==> config.mk <==
export PLATFORM = sky130hd
export DESIGN_NAME = assembler_token_splitter_unit
export DESIGN_NICKNAME = d
export VERILOG_FILES = /design/src/design/ats_pkg.sv /design/src/design/ats_lexer.sv /design/src/design/ats_outq.sv /design/src/design/assembler_token_splitter_unit.sv
export SDC_FILE = /design/constraint.sdc
export NUM_CORES = 1
export LEC_CHECK = 0
export ABC_CLOCK_PERIOD_IN_PS = 4500
export BUFFER_PORTS_ARGS = -buffer_cell sky130_fd_sc_hd__buf_2
export CORE_ASPECT_RATIO = 1.25
export CORE_MARGIN = 8
export CORE_UTILIZATION = 60
export CTS_CLUSTER_SIZE = 14
export DETAILED_ROUTE_END_ITERATION = 8
export PLACE_DENSITY_LB_ADDON = 0.2
export SYNTH_ARGS = -nofsm -noshare
export SYNTH_HDL_FRONTEND = slang
export SYNTH_SLANG_ARGS = --single-unit
==> constraint.sdc <==
create_clock -name i_clk -period 4.5 [get_ports i_clk]
set_input_delay 0.225 -clock i_clk [delete_from_list [all_inputs] [get_ports i_clk]]
set_output_delay 0.225 -clock i_clk [all_outputs]
set_load 0.03 [all_outputs]
==> src/design/ats_pkg.sv <==
// ----------------------------------------------------------------------------
// ats_pkg
// shared beat types, token kind codes and character codes of the token
// splitter
// ----------------------------------------------------------------------------
package ats_pkg;

    // token kinds
    localparam logic [1:0] KIND_SYMBOL  = 2'd0;
    localparam logic [1:0] KIND_SPECIAL = 2'd1;
    localparam logic [1:0] KIND_NEWLINE = 2'd2;
    localparam logic [1:0] KIND_END     = 2'd3;

    // character codes
    localparam logic [7:0] CH_TAB   = 8'd9;
    localparam logic [7:0] CH_LF    = 8'd10;
    localparam logic [7:0] CH_CR    = 8'd13;
    localparam logic [7:0] CH_SPACE = 8'd32;
    localparam logic [7:0] CH_HASH  = 8'd35;
    localparam logic [7:0] CH_STAR  = 8'd42;
    localparam logic [7:0] CH_PLUS  = 8'd43;
    localparam logic [7:0] CH_COMMA = 8'd44;
    localparam logic [7:0] CH_DOT   = 8'd46;
    localparam logic [7:0] CH_AT    = 8'd64;
    localparam logic [7:0] CH_NUL   = 8'd0;

    // result queue depth and count width
    localparam int unsigned QDEPTH = 4;
    localparam int unsigned QCW    = 3;

    typedef struct packed {
        logic [7:0] source_byte;
        logic       input_done;
    } t_src_beat;

    typedef struct packed {
        logic [7:0] token_char;
        logic [1:0] token_kind;
        logic       token_last;
    } t_tok_beat;

    // up to two results caused by one source beat, first one in slot 0
    typedef struct packed {
        logic      v0;
        logic      v1;
        t_tok_beat r0;
        t_tok_beat r1;
    } t_emit;

endpackage

==> src/design/ats_lexer.sv <==
// ----------------------------------------------------------------------------
// ats_lexer
// classifies one source beat against the token state and gives the results
// it causes; holds the open-symbol state
// ----------------------------------------------------------------------------
module ats_lexer #(
    parameter int unsigned SYMBOL_BUFFER_LEN = 20
) (
    input  logic              i_clk,
    input  logic              i_rst_n,
    input  logic              i_accept,
    input  ats_pkg::t_src_beat i_src,
    output ats_pkg::t_emit    o_emit
);
    import ats_pkg::*;

    localparam int unsigned CW = $clog2(SYMBOL_BUFFER_LEN);
    localparam logic [CW-1:0] CNT_MAX = CW'(SYMBOL_BUFFER_LEN - 1);

    logic          r_in_symbol, n_in_symbol;
    logic [7:0]    r_held, n_held;
    logic [CW-1:0] r_count, n_count;
    logic          r_swallow, n_swallow;

    logic      is_blank, is_break, is_punct, is_comma;
    logic      cls_v;
    t_tok_beat cls_r;
    t_tok_beat held_last;
    t_emit     emit;

    always_comb begin
        is_blank   = (i_src.source_byte == CH_SPACE) || (i_src.source_byte == CH_TAB);
        is_break   = (i_src.source_byte == CH_CR) || (i_src.source_byte == CH_LF);
        is_comma   = (i_src.source_byte == CH_COMMA);
        is_punct   = (i_src.source_byte == CH_HASH) || (i_src.source_byte == CH_AT)
                  || (i_src.source_byte == CH_PLUS) || (i_src.source_byte == CH_STAR)
                  || is_comma || (i_src.source_byte == CH_DOT);
        held_last  = '{token_char: r_held, token_kind: KIND_SYMBOL, token_last: 1'b1};
    end

    // result of the byte itself once no symbol is open
    always_comb begin
        cls_v = 1'b0;
        cls_r = '{token_char: i_src.source_byte, token_kind: KIND_SPECIAL, token_last: 1'b1};
        if (is_punct) begin
            cls_v = 1'b1;
        end else if (is_break) begin
            cls_v = 1'b1;
            cls_r = '{token_char: CH_LF, token_kind: KIND_NEWLINE, token_last: 1'b1};
        end
    end

    always_comb begin
        emit        = '0;
        n_in_symbol = r_in_symbol;
        n_held      = r_held;
        n_count     = r_count;
        n_swallow   = r_swallow;
        if (i_src.input_done) begin
            // close an open symbol, then the end result
            n_in_symbol = 1'b0;
            n_count     = '0;
            n_swallow   = 1'b0;
            if (r_in_symbol) begin
                emit.v0 = 1'b1;
                emit.r0 = held_last;
                emit.v1 = 1'b1;
                emit.r1 = '{token_char: CH_NUL, token_kind: KIND_END, token_last: 1'b1};
            end else begin
                emit.v0 = 1'b1;
                emit.r0 = '{token_char: CH_NUL, token_kind: KIND_END, token_last: 1'b1};
            end
        end else if (r_swallow && is_break) begin
            // line break right after a newline token is dropped
            n_swallow = 1'b0;
        end else if (r_in_symbol && !is_blank && !is_break && !is_comma) begin
            n_swallow = 1'b0;
            if (r_count < CNT_MAX) begin
                emit.v0 = 1'b1;
                emit.r0 = '{token_char: r_held, token_kind: KIND_SYMBOL, token_last: 1'b0};
                n_held  = i_src.source_byte;
                n_count = r_count + CW'(1);
            end
        end else begin
            n_swallow   = is_break;
            n_in_symbol = 1'b0;
            n_count     = '0;
            if (r_in_symbol) begin
                emit.v0 = 1'b1;
                emit.r0 = held_last;
                emit.v1 = cls_v;
                emit.r1 = cls_r;
            end else begin
                emit.v0 = cls_v;
                emit.r0 = cls_r;
            end
            if (!is_blank && !is_punct && !is_break) begin
                n_in_symbol = 1'b1;
                n_held      = i_src.source_byte;
                n_count     = CW'(1);
            end
        end
        o_emit    = emit;
        o_emit.v0 = emit.v0 && i_accept;
        o_emit.v1 = emit.v1 && i_accept;
    end

    always_ff @(posedge i_clk) begin
        if (!i_rst_n) begin
            r_in_symbol <= 1'b0;
            r_count     <= '0;
            r_swallow   <= 1'b0;
        end else if (i_accept) begin
            r_in_symbol <= n_in_symbol;
            r_count     <= n_count;
            r_swallow   <= n_swallow;
        end
    end

    always_ff @(posedge i_clk) begin
        if (i_accept) begin
            r_held <= n_held;
        end
    end

endmodule

==> src/design/ats_outq.sv <==
// ----------------------------------------------------------------------------
// ats_outq
// small shifting result queue: takes up to two results a cycle; while i_out_ready is high, gives one
// ----------------------------------------------------------------------------
module ats_outq (
    input  logic              i_clk,
    input  logic              i_rst_n,
    input  ats_pkg::t_emit    i_emit,
    output logic              o_room,
    output logic              o_out_valid,
    input  logic              i_out_ready,
    output ats_pkg::t_tok_beat o_out_data
);
    import ats_pkg::*;

    t_tok_beat          r_q [QDEPTH];
    t_tok_beat          n_q [QDEPTH];
    logic [QCW-1:0]     r_cnt, n_cnt;
    logic [QCW-1:0]     lvl;
    logic               pop;

    always_comb begin
        pop   = (r_cnt != '0) && i_out_ready;
        lvl   = r_cnt - QCW'(pop);
        n_cnt = lvl + QCW'(i_emit.v0) + QCW'(i_emit.v1);
        for (int k = 0; k < QDEPTH - 1; k++) begin
            n_q[k] = pop ? r_q[k+1] : r_q[k];
        end
        n_q[QDEPTH-1] = r_q[QDEPTH-1];
        for (int k = 0; k < QDEPTH; k++) begin
            if (i_emit.v0 && (lvl == QCW'(k))) begin
                n_q[k] = i_emit.r0;
            end
            if (i_emit.v1 && (lvl + QCW'(1) == QCW'(k))) begin
                n_q[k] = i_emit.r1;
            end
        end
    end

    always_ff @(posedge i_clk) begin
        if (!i_rst_n) begin
            r_cnt <= '0;
        end else begin
            r_cnt <= n_cnt;
        end
    end

    always_ff @(posedge i_clk) begin
        r_q <= n_q;
    end

    // room for two more whatever the output side does
    assign o_room      = r_cnt <= QCW'(QDEPTH - 2);
    assign o_out_valid = r_cnt != '0;
    assign o_out_data  = r_q[0];

endmodule

==> src/design/assembler_token_splitter_unit.sv <==
// path: the results of an accepted source beat are registered in the result queue
// throughput: one source beat per cycle while there is room; one result beat per
//   cycle while i_out_ready is high; a beat causing two results is absorbed by
//   a four-entry result queue that stops input only when fewer than two are free
// reset: synchronous active-low i_rst_n empties the queue and returns the
//   splitter to between-tokens; no clearing pass
// ----------------------------------------------------------------------------
// assembler_token_splitter_unit
// splits assembler source bytes into a stream of token character beats
// ----------------------------------------------------------------------------
module assembler_token_splitter_unit #(
    parameter int unsigned SYMBOL_BUFFER_LEN = 20
) (
    input  logic               i_clk,
    input  logic               i_rst_n,
    // source beats
    input  logic               i_in_valid,
    output logic               o_in_ready,
    input  ats_pkg::t_src_beat i_in_data,
    // token beats
    output logic               o_out_valid,
    input  logic               i_out_ready,
    output ats_pkg::t_tok_beat o_out_data
);
    import ats_pkg::*;

    logic  accept;
    logic  room;
    t_emit emit;

    // ready depends only on queue fill, never on the output handshake
    assign o_in_ready = room;
    assign accept     = i_in_valid && room;

    // classification and symbol state
    ats_lexer #(
        .SYMBOL_BUFFER_LEN (SYMBOL_BUFFER_LEN)
    ) u_lexer (
        .i_clk    (i_clk),
        .i_rst_n  (i_rst_n),
        .i_accept (accept),
        .i_src    (i_in_data),
        .o_emit   (emit)
    );

    // result register stage, one token beat leaves per cycle while i_out_ready is high
    ats_outq u_outq (
        .i_clk       (i_clk),
        .i_rst_n     (i_rst_n),
        .i_emit      (emit),
        .o_room      (room),
        .o_out_valid (o_out_valid),
        .i_out_ready (i_out_ready),
        .o_out_data  (o_out_data)
    );

endmodule

**Word level (Yosys, flattened, before mapping)**

Cells that the tools add are included.

- Reduce and logical (&&, ||, !) cells: 40
- $lt $le $gt $ge: 2
- $add $sub $neg: 5
- Muxes and demuxes: 45
- Equality and inequality tests: 20
- Bitwise logic cells: 2

Operators with widths:

| kind | count |
|---|---|
| two-way mux 11 bit | 19 |
| == test 8 x 6 -> 1 bit, second input constant | 6 |
| two-way mux 24 bit | 2 |
| == test 8 x 4 -> 1 bit, second input constant | 3 |
| two-way mux 8 bit | 3 |
| two-way mux 5 bit | 4 |
| logical AND 1 bit | 18 |
| two-way mux 1 bit | 16 |
| == test 3 x 2 -> 1 bit, second input constant | 4 |
| nonzero test 3 bit | 4 |
| == test 8 x 7 -> 1 bit, second input constant | 1 |
| logical OR 1 bit | 7 |
| adder 3 x 1 -> 3 bit | 2 |
| == test 3 x 1 -> 1 bit, second input constant | 2 |
| logical NOT 3 bit | 2 |
| != test 2 bit, second input constant | 3 |
| AND reduction 3 bit | 2 |
| adder 5 x 1 -> 5 bit, second input constant | 1 |
| less-than comparator 5 bit, second input constant | 1 |
| AND reduction 5 bit | 1 |
| logical NOT 1 bit | 4 |
| nonzero test 2 bit | 2 |
| adder 3 x 1 -> 3 bit, second input constant | 1 |
| <= comparator 3 x 2 -> 1 bit, second input constant | 1 |
| other kinds (4) | 5 |

- Register bits after elaboration: 62
- Output and inout port bits: 13
- Bits of input ports: 13

**Depth between registers and ports, before layout**

- Depth in word-level cells: 15
- Gate-level depth with buffers: 13

**Cells and area by module**

Synthesis repeated with hierarchy kept, for this count alone.

- Cell total of the unflattened synthesis: 398
- Area total of the unflattened synthesis: 3,917.5 µm²

By module, submodules not included:

| module | cells an instance | area an instance (µm²) | times used | sequential area each (µm²) |
|---|---|---|---|---|
| ats_outq | 262 | 2,735.1 | 1 | 1,381.3 |
| ats_lexer | 135 | 1,176.1 | 1 | 380.4 |
| assembler_token_splitter_unit | 1 | 6.3 | 1 | 0.0 |

**Worst setup path before layout**

No wires, ideal clock.

- Path type: reg-to-reg
- Start point: register u_outq.r_cnt[2]
- End point: register u_outq.r_q[0] (netlist bit), enable pin
- Path slack: 527 ps
- Clock period less this slack: 3,973 ps
- Buffers on the path: 1
- Library setup time: 383 ps
- Arrival: 3,590 ps
- Cell stages (with the launch flop): 12
- Path through: dfxtp_1 or3_1 and2_1 ha_1 ha_1 xor2_1 inv_1 ha_1 nand4_1 or2_1 clkbuf_1 o22ai_1

- Longest elaborated chain between the ends: 7

Ends and longest elaborated chain:

| what | RTL line | source |
|---|---|---|
| start: declaration | ats_outq.sv:18 | `logic [QCW-1:0] r_cnt, n_cnt;` |
| start signal: assignment | ats_outq.sv:44 | `r_cnt <= n_cnt;` |
| nonzero test 3 bit (*) | -- |  |
| net o_out_valid | assembler_token_splitter_unit.sv:21 | `output logic o_out_valid,` |
| logical AND 1 bit (*) | ats_outq.sv:23 | `pop = (r_cnt != '0) && i_out_ready;` |
| subtractor 3 x 1 -> 3 bit (*) | ats_outq.sv:24 | `lvl = r_cnt - QCW'(pop);` |
| adder 3 x 1 -> 3 bit | ats_outq.sv:34 | `if (i_emit.v1 && (lvl + QCW'(1) == QCW'(k))) begin` |
| == test 3 x 2 -> 1 bit | ats_outq.sv:34 |  |
| logical AND 1 bit | ats_outq.sv:34 |  |
| nonzero test 2 bit (no line) (*) | -- |  |
| end signal: assignment | ats_outq.sv:49 | `r_q <= n_q;` |
| end: declaration | ats_outq.sv:16 | `t_tok_beat r_q [QDEPTH];` |

Mark *: on every way through the listed nets, which the timed path passes. The rest lies on a longest branch.
A chain may end at the register's enable or synchronous reset.

==> impl_metrics.py <==
metrics = {
    "final_layout": {
        "final_cell_area_mm2": 0.00386,
        "final_nets": 357,
        "layout-drive-gt1-share": 0.175,
        "syn_to_final_growth_pct": 6.63,
        "antenna_cells": 0,
        "filler_cell_count": 458,
    },
    "worst_setup_path": {
        "critPathKind": "flip-flop to flip-flop",
        "cp_top_family": "simple AND/OR/NAND/NOR gates",
        "startpoint_type": "flip-flop",
        "critPathMaxFanout": 10,
        "endpoint_kind": "flip-flop",
        "cp_slowest_cell": "or3_1",
        "cp.required_ns": 4.59,
        "worst_ep_arrival_time_ns": 3.57,
        "max_stage_delay_ns": 0.38,
        "crit_chain": "or3_1 > and2_1 > ha_1 > ha_1 > xor2_1 > buf_4 > inv_1 > ha_1 > nand4_1 > or2_1 > nor2_1 > buf_4 > mux2_2",
        "cp_num_buf_inv": 3,
        "cp_common_cell": "ha_1",
    },
    "placement": {
        "dpl_cell_area_mm2": 0.00370,
        "gp_congestion": 0.842,
        "io_buffers": 25,
        "hpwl_mm": 5.34,
    },
    "yosys": {
        "async_flop_share": 0,
        "syn_avg_cell_area_um2": 11.3,
        "syn-num-nets": 339,
        "synth_top_cell_by_area": "edfxtp_1",
        "synth_area_leaders": "edfxtp_1 (43%), mux2i_1 (10%), dfxtp_1 (5.5%)",
        "syn_area_mm2": 0.00362,
        "synthCells": 320,
        "ys_ff_latch": 62,
        "yosysWarnings": 0,
        "synth_top_cell_area_share": 0.431,
        "yosysSeqAreaShare": 0.487,
        "synth-edff-count": 52,
        "synthFlopType": "edfxtp_1",
        "ys_types": 58,
    },
    "power_and_ir_drop": {
        "max-vdd-ir-drop_mv": 0.234,
        "leakagePower_nw": 1.36,
        "p_per_area_mw_per_mm2": 571,
        "p_total_mw": 2.21,
    },
    "die": {
        "die_h_um": 103,
        "fp-row-count": 31,
        "design.core.area_mm2": 0.00582,
        "io_pins": 26,
        "die_area_mm2": 0.00879,
        "die_w_um": 85.5,
        "initial_core_util": 0.622,
    },
    "timing": {
        "period_share": 0.772,
        "relSlewSlack": 0.378,
        "setup_tns_ns": 0,
        "rsz0062_at_grt": "false",
        "period_minus_slack_ns": 3.48,
        "setup_viol_count_final": 0,
        "hold_viol": 0,
        "clock_skew_ns": 0.00627,
        "worst_slew_pin_slew_ns": 0.933,
        "whs_ns": 0.131,
        "max_clock_freq_mhz": 288,
        "slew_viol_final": 0,
    },
    "drt": {
        "wl_per_cell_um": 17.5,
        "drtPass1Iterations": 4,
        "wl_mm": 7.17,
        "drtAntennaViolNets": 0,
        "drtIter0Drc": 176,
        "drt-vias-per-instance": 6.19,
        "vias": 2531,
        "drc": 0,
    },
    "global_routing": {
        "grtUsageTotal": 0.175,
        "grt_pass1_vias": 2453,
        "grt-ovfl-total": 0,
        "grt_max_degree": 21,
        "grt_antenna_before_repair": 0,
        "grt_pass1_wl_mm": 11.8,
    },
    "clock_tree": {
        "root_buffer": "clkbuf_8",
        "cts_tree": "built",
        "cts_setup_buffers": 0,
        "clock_latency_ns": 0.35,
        "clock_sinks": 62,
        "cts_hold_buffers": 0,
        "cts_made_buffers": 9,
        "clkTransAtPathRegs_ns": 0.07,
        "htree_levels": 3,
        "max-clock-path-buffers": 2,
        "cts.repair.resized": 0,
    },
    "flow_run": {
        "maxCapViolations": 0,
    },
    "hold_path": {
        "hp-class": "primary input to flip-flop",
    },
    "status": {
        "status": "complete, no violations",
    },
}
-- metal layers --
| layer | up-vias | global-route usage | share of wire |
|---|---|---|---|
| met3 | 13 | 0.0478 | 0.042 |
| met2 | 58 | 0.292 | 0.49 |
| li1 | 1242 | - | - |
| met4 | 0 | 0.100 | 0.027 |
| met5 | - | 0 | 0 |
| met1 | 1218 | 0.198 | 0.44 |
-- cell usage after synthesis (3+ instances only) --
cell type	instances
nor4_1	3
nor2_1	33
buf_4	13
inv_1	9
clkbuf_1	6
xor2_1	4
and3b_1	3
buf_2	3
a31oi_1	6
or3_1	5
nor3_1	4
dfxtp_1	10
nand3_1	10
nor3b_1	3
nand2b_1	3
mux2i_1	37
a21oi_1	11
edfxtp_1	52
nor4_4	3
a211oi_1	10
o21ai_0	8
ha_1	5
nor2b_1	7
and2_1	5
and3_1	6
o21ai_1	4
buf_6	5
nand2_1	10
a22oi_1	3
-- state kept, by name, indices dropped and copies added (netlist names) --
| register | cells |
|---|---|
| u_lexer.r_in_symbol | 1 |
| u_lexer.r_held | 8 |
| u_outq.r_q | 33 |
| u_lexer.r_count | 5 |
| u_outq.r_cnt | 3 |
| u_lexer.r_swallow | 1 |
| u_outq.o_out_data | 11 |
-- cells in the final DEF, fill, tap and decap left out, types with 7 or more instances in the layout --
| cell | n |
|---|---|
| edfxtp_1 | 52 |
| mux2i_1 | 37 |
| nor2_1 | 33 |
| buf_2 | 25 |
| a21oi_1 | 11 |
| a211oi_1 | 10 |
| nand3_1 | 10 |
| nand2_1 | 10 |
| dfxtp_1 | 10 |
| inv_1 | 9 |
| clkbuf_8 | 9 |
| buf_4 | 9 |
| o21ai_0 | 8 |
| nor2b_1 | 7 |
-- final cells by class --
class                   count  area, µm²  area share
clock buffers              10        128      0.0331
well taps                  66       82.6      0.0214
repair buffers             34        193      0.0499
multi-input cells         222       1630       0.423
inverters                   9       33.8     0.00875
clock inverters             6       28.8     0.00745
flip-flops and latches     62       1760       0.456
-- kinds of logic after synthesis --
| logic type | synth area share |
|---|---|
| xor+xnor | 0.00967 |
| flops | 0.487 |
| fa+ha+maj | 0.0228 |
| simple gates | 0.185 |
| compound gates | 0.122 |
| buf+inv | 0.0622 |
| mux | 0.112 |
-- where the power goes --
part / leakage, nW / internal, mW / switching [mW]
Combinational: 0.719 / 0.290 / 0.571
Sequential: 0.565 / 0.884 / 0.0529
Clock: 0.0802 / 0.192 / 0.216
Total: 1.36 / 1.37 / 0.840
-- stage by stage --
stage / setup slack, ns / util / instances
final: 1.02 / 0.664 / 409
after CTS: 1.03 / 0.664 / 409
after global routing: 0.801 / 0.664 / 409
after detailed placement: 1.03 / 0.637 / 393
after floorplan: 0.527 / - / 320
after global placement: 1.13 / 0.637 / 393
-- path summary, 6_finish.rpt --
path	startpoint	end	slack [ns]	cells past startpoint
worst min-delay path	i_in_data[7]	u_lexer.r_held[6]	0.13	1
worst max register to register	u_outq.r_cnt[2]	u_outq.r_q[24]	1.02	13
worst min register to register	u_lexer.r_count[4]	u_lexer.r_count[4]	0.47	2
worst max-delay path	u_outq.r_cnt[2]	u_outq.r_q[24]	1.02	13
No activity file was read; power rests on OpenSTA's default activity.
